==> config.mk <==
export PLATFORM = sky130hd
export DESIGN_NAME = mbrot_ctrl
export DESIGN_NICKNAME = d
export VERILOG_FILES = /design/src/mbrot_pkg.sv /design/src/mbrot_ctrl.sv
export SDC_FILE = /design/constraint.sdc
export NUM_CORES = 1
export LEC_CHECK = 0
export ABC_AREA = 1
export BUFFER_PORTS_ARGS = -buffer_cell sky130_fd_sc_hd__buf_2
export CAP_MARGIN = 20
export CORE_AREA = 2 2 39 41
export DETAILED_ROUTE_END_ITERATION = 16
export DIE_AREA = 0 0 41 43
export HOLD_SLACK_MARGIN = 0.08
export PLACE_DENSITY = 0.54
export RECOVER_POWER = 25
export SLEW_MARGIN = 10
export SYNTH_ARGS = -nofsm -noshare
export SYNTH_HDL_FRONTEND = slang
export SYNTH_SLANG_ARGS = --single-unit
==> constraint.sdc <==
create_clock -name clk -period 0.9 [get_ports clk]
set_input_delay 0.045 -clock clk [delete_from_list [all_inputs] [get_ports clk]]
set_output_delay 0.045 -clock clk [all_outputs]
set_load 0.02 [all_outputs]
==> src/mbrot_pkg.sv <==
package mbrot_pkg;

  localparam int FRAC_BITS = 28;
  localparam int Z_W       = 32;
  localparam int CNT_W     = 16;
  localparam int GRAY_W    = 8;
  localparam int COORD_W   = 12;
  localparam int STEP_W    = 31;
  localparam int MAP_W     = COORD_W + STEP_W;
  localparam int PROD_W    = 2 * Z_W;
  localparam int WIDE_W    = PROD_W + 2;
  localparam int ADDR_W    = 5;
  localparam int DATA_W    = 32;

  localparam logic [GRAY_W-1:0] GRAY_LAST = 8'd254;

  localparam logic signed [Z_W-1:0]    X_ORIGIN_RST = -32'sd536870912;
  localparam logic [STEP_W-1:0]        X_STEP_RST   = 31'd663036;
  localparam logic signed [Z_W-1:0]    Y_ORIGIN_RST = -32'sd300647711;
  localparam logic [STEP_W-1:0]        Y_STEP_RST   = 31'd751619;
  localparam logic [CNT_W-1:0]         ITER_LIM_RST = 16'd1020;

  localparam logic [2:0] REG_X_ORIGIN = 3'd0;
  localparam logic [2:0] REG_X_STEP   = 3'd1;
  localparam logic [2:0] REG_Y_ORIGIN = 3'd2;
  localparam logic [2:0] REG_Y_STEP   = 3'd3;
  localparam logic [2:0] REG_ITER_LIM = 3'd4;

  localparam logic signed [WIDE_W-1:0] Z_MAX_W = {{(WIDE_W-Z_W+1){1'b0}}, {(Z_W-1){1'b1}}};
  localparam logic signed [WIDE_W-1:0] Z_MIN_W = {{(WIDE_W-Z_W+1){1'b1}}, {(Z_W-1){1'b0}}};
  localparam logic signed [WIDE_W-1:0] ESC_BOUND =
    $signed({{(WIDE_W-3){1'b0}}, 3'b100}) <<< FRAC_BITS;

  typedef enum logic [2:0] {
    S_IDLE,
    S_MAP_MUL,
    S_MAP_ADD,
    S_IT_MUL,
    S_IT_UPD,
    S_HOLD
  } mbrot_state_t;

  typedef struct packed {
    logic cap;
    logic map_mul;
    logic map_add;
    logic it_mul;
    logic it_upd;
    logic load_out;
  } mbrot_cmd_t;

  typedef struct packed {
    logic escape;
  } mbrot_status_t;

  function automatic logic signed [Z_W-1:0] sat_z(input logic signed [WIDE_W-1:0] v);
    logic signed [Z_W-1:0] r;
    if (v > Z_MAX_W) begin
      r = Z_MAX_W[Z_W-1:0];
    end else if (v < Z_MIN_W) begin
      r = Z_MIN_W[Z_W-1:0];
    end else begin
      r = v[Z_W-1:0];
    end
    return r;
  endfunction

endpackage

==> src/mbrot_ctrl.sv <==
module mbrot_ctrl
  import mbrot_pkg::*;
(
  input  logic          clk,
  input  logic          rst_n,
  input  logic          in_tvalid,
  output logic          in_tready,
  output logic          out_tvalid,
  input  logic          out_tready,
  output mbrot_cmd_t    cmd,
  input  mbrot_status_t status
);

  mbrot_state_t state_r, state_nxt;
  logic         out_valid_r, out_valid_nxt;
  logic         out_free;

  assign out_free = !out_valid_r || out_tready;

  always_comb begin
    state_nxt = state_r;
    unique case (state_r)
      S_IDLE: begin
        if (in_tvalid) begin
          state_nxt = S_MAP_MUL;
        end
      end
      S_MAP_MUL: state_nxt = S_MAP_ADD;
      S_MAP_ADD: state_nxt = S_IT_MUL;
      S_IT_MUL:  state_nxt = S_IT_UPD;
      S_IT_UPD: begin
        if (!status.escape) begin
          state_nxt = S_IT_MUL;
        end else if (out_free) begin
          state_nxt = S_IDLE;
        end else begin
          state_nxt = S_HOLD;
        end
      end
      S_HOLD: begin
        if (out_free) begin
          state_nxt = S_IDLE;
        end
      end
      default: state_nxt = S_IDLE;
    endcase
  end

  always_comb begin
    cmd       = '0;
    in_tready = 1'b0;
    unique case (state_r)
      S_IDLE: begin
        in_tready = 1'b1;
        cmd.cap   = in_tvalid;
      end
      S_MAP_MUL: cmd.map_mul = 1'b1;
      S_MAP_ADD: cmd.map_add = 1'b1;
      S_IT_MUL:  cmd.it_mul  = 1'b1;
      S_IT_UPD: begin
        cmd.it_upd   = 1'b1;
        cmd.load_out = status.escape && out_free;
      end
      S_HOLD:    cmd.load_out = out_free;
      default:   cmd = '0;
    endcase
  end

  always_comb begin
    if (cmd.load_out) begin
      out_valid_nxt = 1'b1;
    end else if (out_tready) begin
      out_valid_nxt = 1'b0;
    end else begin
      out_valid_nxt = out_valid_r;
    end
  end

  always_ff @(posedge clk) begin
    if (!rst_n) begin
      state_r     <= S_IDLE;
      out_valid_r <= 1'b0;
    end else begin
      state_r     <= state_nxt;
      out_valid_r <= out_valid_nxt;
    end
  end

  assign out_tvalid = out_valid_r;

  a_load_into_free: assert property (@(posedge clk) disable iff (!rst_n)
    cmd.load_out |-> (!out_valid_r || out_tready))
    else $error("result loaded over an untaken result");

  a_accept_starts_map: assert property (@(posedge clk) disable iff (!rst_n)
    (in_tvalid && in_tready) |=> (state_r == S_MAP_MUL))
    else $error("accepted pixel did not start coordinate mapping");

  a_iterate_continues: assert property (@(posedge clk) disable iff (!rst_n)
    (state_r == S_IT_UPD && !status.escape) |=> (state_r == S_IT_MUL))
    else $error("iteration stopped without escape");

  a_done_loads: assert property (@(posedge clk) disable iff (!rst_n)
    (state_r == S_HOLD && out_free) |=> out_valid_r)
    else $error("held result was not presented");

endmodule

# [After elaboration in Yosys (flattened, before gate mapping)]
# Index checks and enable logic that the tools add are counted.
[op_classes] n_eq_ne=7 mux=14 n_reduce_logical=6
[op_table] operator="one-hot mux 3 bit (6 select lines)" n=1
[op_table] operator="2-to-1 mux 3 bit" n=4
[op_table] operator="2-to-1 mux 1 bit" n=8
[op_table] operator="equality test 3 x 2 -> 1 bit (second input constant)" n=2
[op_table] operator="equality test 3 bit (second input constant)" n=2
[op_table] operator="inequality test 2 bit (second input constant)" n=2
[op_table] operator="equality test 3 x 1 -> 1 bit (second input constant)" n=1
[op_table] operator="logical NOT 3 bit" n=1
[op_table] operator="one-hot mux 1 bit (2 select lines)" n=1
[op_table] operator="AND reduction 2 bit" n=1
[op_table] operator="nonzero test 2 bit" n=1
[op_table] operator="logical AND 1 bit" n=1
[op_table] operator="logical NOT 1 bit" n=1
[op_table] operator="logical OR 1 bit" n=1
[word_totals] register_bits=4 in_bits=5 word_cells=29

# [Longest topological paths before layout]
[logic_depth] ltp_word=5 mapped_depth=7 ltp_nobuf=7

# [Worst setup path after synthesis]
# Ideal clock, no wire load.
[synth_timing] kind="reg-to-output" from="register state_r[0]" to="output cmd[5] (netlist name)" t_arrival_ns=0.941 t_required_ns=0.855 setup_slack_ns=-0.086 stages_incl_launch_ff=4 path_cell_list="dfxtp_1 > inv_2 > nand2_2 > nor3_1"
[synth_rtl] element="start, declared" line_no="mbrot_ctrl.sv:14" text="mbrot_state_t state_r, state_nxt;"
[synth_rtl] element="start signal, assigned" line_no="mbrot_ctrl.sv:84" text="state_r <= state_nxt;"
[synth_rtl] element="end, declared" line_no="mbrot_ctrl.sv:10" text="output mbrot_cmd_t cmd,"

==> impl_results.html <==
<table>
<tr><th>Metric</th><th>Value</th></tr>
<tr><th colspan="2">STA</th></tr>
<tr><td>Summed negative setup slack over all endpoints</td><td>-1.147 ns</td></tr>
<tr><td>Final Critical Period</td><td>1.086 ns</td></tr>
<tr><td>Highest achievable clock rate</td><td>921.0 MHz</td></tr>
<tr><td>Count of final max-slew check failures</td><td>0</td></tr>
<tr><td>Hold violation count in the final report</td><td>0</td></tr>
<tr><td>Transition time of the tightest slew-check pin</td><td>0.2448 ns</td></tr>
<tr><td>Period utilization</td><td>120.6%</td></tr>
<tr><td>Setup WS post-layout</td><td>-0.1858 ns</td></tr>
<tr><td>Slew headroom</td><td>83.75%</td></tr>
<tr><td>Unrepaired setup endpoints after global routing</td><td>yes</td></tr>
<tr><td>Final Hold Slack</td><td>0.1655 ns</td></tr>
<tr><td>Total setup violations reported at the end of the flow</td><td>9</td></tr>
<tr><td>Post-Route Skew</td><td>0.007346 ns</td></tr>
<tr><th colspan="2">Floorplan</th></tr>
<tr><td>Number of cell rows</td><td>14</td></tr>
<tr><td>Placeable core region</td><td>1384 um^2</td></tr>
<tr><td>Initial core utilization</td><td>20.34%</td></tr>
<tr><td>Overall die area</td><td>1763 um^2</td></tr>
<tr><td>Horiz. Die Dim</td><td>41 um</td></tr>
<tr><td>Number of top-level pins</td><td>13</td></tr>
<tr><td>Die height</td><td>43 um</td></tr>
<tr><th colspan="2">Critical path</th></tr>
<tr><td>Nature of the critical path endpoint</td><td>output port</td></tr>
<tr><td>Startpoint type of the worst setup path</td><td>flip-flop</td></tr>
<tr><td>Worst-path cell chain</td><td>inv_2, nand3_1, inv_1, buf_2</td></tr>
<tr><td>Reg2reg setup slack</td><td>-0.11 ns</td></tr>
<tr><td>Maximum fanout count along the critical path</td><td>6</td></tr>
<tr><td>Type of the worst setup path</td><td>reg2out</td></tr>
<tr><td>Origin of the critical flop-to-flop path</td><td>state_r[1]$_SDFFE_PN0P_</td></tr>
<tr><td>Depth of the worst register-to-register path</td><td>8</td></tr>
<tr><td>End of the worst register-to-register path</td><td>state_r[2]$_SDFFE_PN0P_</td></tr>
<tr><td>Endpoint arrival time on the critical path</td><td>1.04 ns</td></tr>
<tr><td>Required arrival time at the worst endpoint</td><td>0.85 ns</td></tr>
<tr><td>Largest stage delay, worst path</td><td>0.33 ns</td></tr>
<tr><td>Slowest stage cell on the critical path</td><td>sky130_fd_sc_hd__dfxtp_2</td></tr>
<tr><th colspan="2">Cells and area</th></tr>
<tr><td>Final core area utilization</td><td>34.54%</td></tr>
<tr><td>Most frequent cells in the layout</td><td>12 x sky130_fd_sc_hd__nand2_1, 10 x sky130_fd_sc_hd__inv_1, 7 x sky130_fd_sc_hd__nor2_1, 5 x sky130_fd_sc_hd__buf_2, 5 x sky130_fd_sc_hd__buf_4</td></tr>
<tr><td>Area of the multi-input gates</td><td>170.2 um^2</td></tr>
<tr><td>Total inserted antenna cells</td><td>0</td></tr>
<tr><td>Layout-stage area growth over the synthesis result</td><td>69.78%</td></tr>
<tr><td>Nets@finish</td><td>75</td></tr>
<tr><td>Area taken by flip-flops and latches</td><td>90.09 um^2</td></tr>
<tr><td>Leading cell type in the layout, fill and taps excluded</td><td>sky130_fd_sc_hd__nand2_1</td></tr>
<tr><td>Fillers</td><td>157</td></tr>
<tr><td>Post-route non-filler standard cell count</td><td>84</td></tr>
<tr><td>Post-route cell area</td><td>478.0 um^2</td></tr>
<tr><td>Share of post-route cells with drive strength above 1</td><td>45.59%</td></tr>
<tr><th colspan="2">Detailed routing</th></tr>
<tr><td>Via count of the routed design</td><td>357</td></tr>
<tr><td>DRT Pass-1 Iters</td><td>4</td></tr>
<tr><td>Total Routed Length</td><td>788 um</td></tr>
<tr><td>Detail-routed net length per standard cell</td><td>9.381 um</td></tr>
<tr><td>Vias/cell</td><td>4.250</td></tr>
<tr><td>Antenna-violating nets left</td><td>0</td></tr>
<tr><td>Initial drt markers</td><td>13</td></tr>
<tr><td>Final routed DRC violation total</td><td>0</td></tr>
<tr><th colspan="2">Yosys</th></tr>
<tr><td>Post-synthesis net count</td><td>55</td></tr>
<tr><td>Unique masters post-synth</td><td>12</td></tr>
<tr><td>Synth warn</td><td>0</td></tr>
<tr><td>Sequential share of the synthesized area</td><td>28.44%</td></tr>
<tr><td>Cell area after technology mapping</td><td>281.5 um^2</td></tr>
<tr><td>Number of synthesized register bits</td><td>4</td></tr>
<tr><td>Post-Synthesis Cells</td><td>50</td></tr>
<tr><td>Average instance area after synthesis</td><td>5.630 um^2</td></tr>
<tr><th colspan="2">Pwr</th></tr>
<tr><td>Design Power</td><td>745.1 uW</td></tr>
<tr><td>Worst supply voltage drop on vdd</td><td>0.3608 mV</td></tr>
<tr><td>Total power density per cell area</td><td>1559 nW/um^2</td></tr>
<tr><td>Leak pwr</td><td>0.3043 nW</td></tr>
<tr><th colspan="2">Clock network</th></tr>
<tr><td>Number of buffers between clock root and the deepest sink</td><td>2</td></tr>
<tr><td>Number of buffers added by the clock tree synthesis step</td><td>3</td></tr>
<tr><td>Clock slew at the register clock pins of the worst setup and hold paths</td><td>0.04 ns</td></tr>
<tr><td>H-tree depth</td><td>1</td></tr>
<tr><td>Worst skew pair latency</td><td>0.24 ns</td></tr>
<tr><td>Sinks on the clock net</td><td>4</td></tr>
<tr><td>TritonCTS clock tree</td><td>done</td></tr>
<tr><td>Root buffer cell</td><td>sky130_fd_sc_hd__clkbuf_4</td></tr>
<tr><th colspan="2">Global route</th></tr>
<tr><td>GR Util met1</td><td>9.936%</td></tr>
<tr><td>Overall track demand over capacity in global routing</td><td>10.43%</td></tr>
<tr><td>Number of antenna violations at the first check in global routing</td><td>0</td></tr>
<tr><td>First-pass GRT wire length</td><td>1.124 mm</td></tr>
<tr><td>Met3 usage in global routing</td><td>6.806%</td></tr>
<tr><td>Largest net degree at the start of global routing</td><td>7</td></tr>
<tr><td>Vias in the first global route</td><td>300</td></tr>
<tr><td>Met2 routing resource usage after global routing</td><td>14.06%</td></tr>
<tr><td>Most congested layer reported by global routing</td><td>met2</td></tr>
<tr><td>Global route overflow</td><td>0</td></tr>
<tr><th colspan="2">Hold path</th></tr>
<tr><td>WHS Path Cells</td><td>4</td></tr>
<tr><td>Class of the tightest hold or removal check</td><td>in2reg</td></tr>
<tr><td>Hold path startpoint</td><td>status</td></tr>
<tr><td>Worst Hold Endpoint</td><td>state_r[1]$_SDFFE_PN0P_</td></tr>
<tr><th colspan="2">Job</th></tr>
<tr><td>Max-cap viol count</td><td>0</td></tr>
<tr><th colspan="2">Place</th></tr>
<tr><td>Dpl ws</td><td>0.01847 ns</td></tr>
<tr><td>Weighted congestion reported at the end of routability-driven placement</td><td>0.7182</td></tr>
<tr><td>Input/output buffers</td><td>12</td></tr>
<tr><td>Post-DP Area</td><td>375.4 um^2</td></tr>
<tr><td>Count of placed standard cells including taps</td><td>78</td></tr>
<tr><td>Post-DP HPWL</td><td>531.4 um</td></tr>
<tr><th colspan="2">Status</th></tr>
<tr><td>Outcome</td><td>complete, but fails checks</td></tr>
<tr><td>Violated checks</td><td>negative setup slack</td></tr>
</table>
-- cells in the mapped netlist, drive strengths merged --
| cell type | instances | share of area [%] |
|---|---|---|
| nand2 | 15 | 22 |
| inv | 13 | 17 |
| nor2 | 9 | 15 |
| nand3 | 5 | 8.9 |
| dfxtp | 4 | 28 |
| a21oi | 1 | 1.8 |
| buf | 1 | 2.7 |
| nor3 | 1 | 1.8 |
| o211ai | 1 | 2.7 |
-- critical path, delay by kind of cell, from the launching register on --
family / cells / cell delay, ns
buffers and inverters: 3 / 0.34
DFF: 1 / 0.33
and+or+nand+nor: 1 / 0.14
-- final cells by class --
class                   count  share of cell area [%]
multi-input cells          32                   35.60
well taps                  16                   4.188
flip-flops and latches      4                   18.85
repair buffers             16                   25.39
inverters                  13                   11.26
clock buffers               3                   4.712
-- worst max-delay path by stage --
stage                             from                       to  slack, ns
6_report       state_r[2]$_SDFFE_PN0P_                   cmd[2]      -0.19
5_1_grt        state_r[2]$_SDFFE_PN0P_                   cmd[2]      -0.26
4_1_cts        state_r[1]$_SDFFE_PN0P_                   cmd[0]      -0.18
3_5_place_dp   state_r[1]$_SDFFE_PN0P_  state_r[2]$_SDFFE_PN0P_       0.02
3_3_place_gp   state_r[1]$_SDFFE_PN0P_  state_r[2]$_SDFFE_PN0P_       0.02
2_1_floorplan  state_r[0]$_SDFFE_PN0P_  state_r[2]$_SDFFE_PN0P_      0.006
-- cells by family (layout without fill, tap and decap cells) --
family          after synthesis  count (layout)  synth area share, %
compound gates                2               2                4.444
buf+inv                      14              32                20.00
flops                         4               4                28.45
simple gates                 30              30                47.11
-- repair_timing --
| item | in CTS | in global routing |
|---|---|---|
| setup endpoints to repair | 7 | 10 |
| hold endpoints to repair | 4 | 0 |
| hold buffers | 1 | 0 |
| setup buffers | 2 | 1 |
| pin swaps | 2 | 6 |
| resized for setup | 8 | 11 |
-- layer usage --
metal | part of all wire (%) | up-vias
met5 | 0 | -
met4 | 1.4 | 0
met3 | 9.9 | 2
met2 | 52 | 17
met1 | 36 | 154
li1 | - | 184
-- registers in the layout (all words and copies together), names as in the netlist --
register    count
state_r         3
out_tvalid      1
-- power by group --
part / switching, mW / total, mW / internal [mW]
Sequential: 0.0280 / 0.227 / 0.199
Clock: 0.0736 / 0.223 / 0.149
Combinational: 0.165 / 0.295 / 0.130
Power figures use the tool's default switching activity.
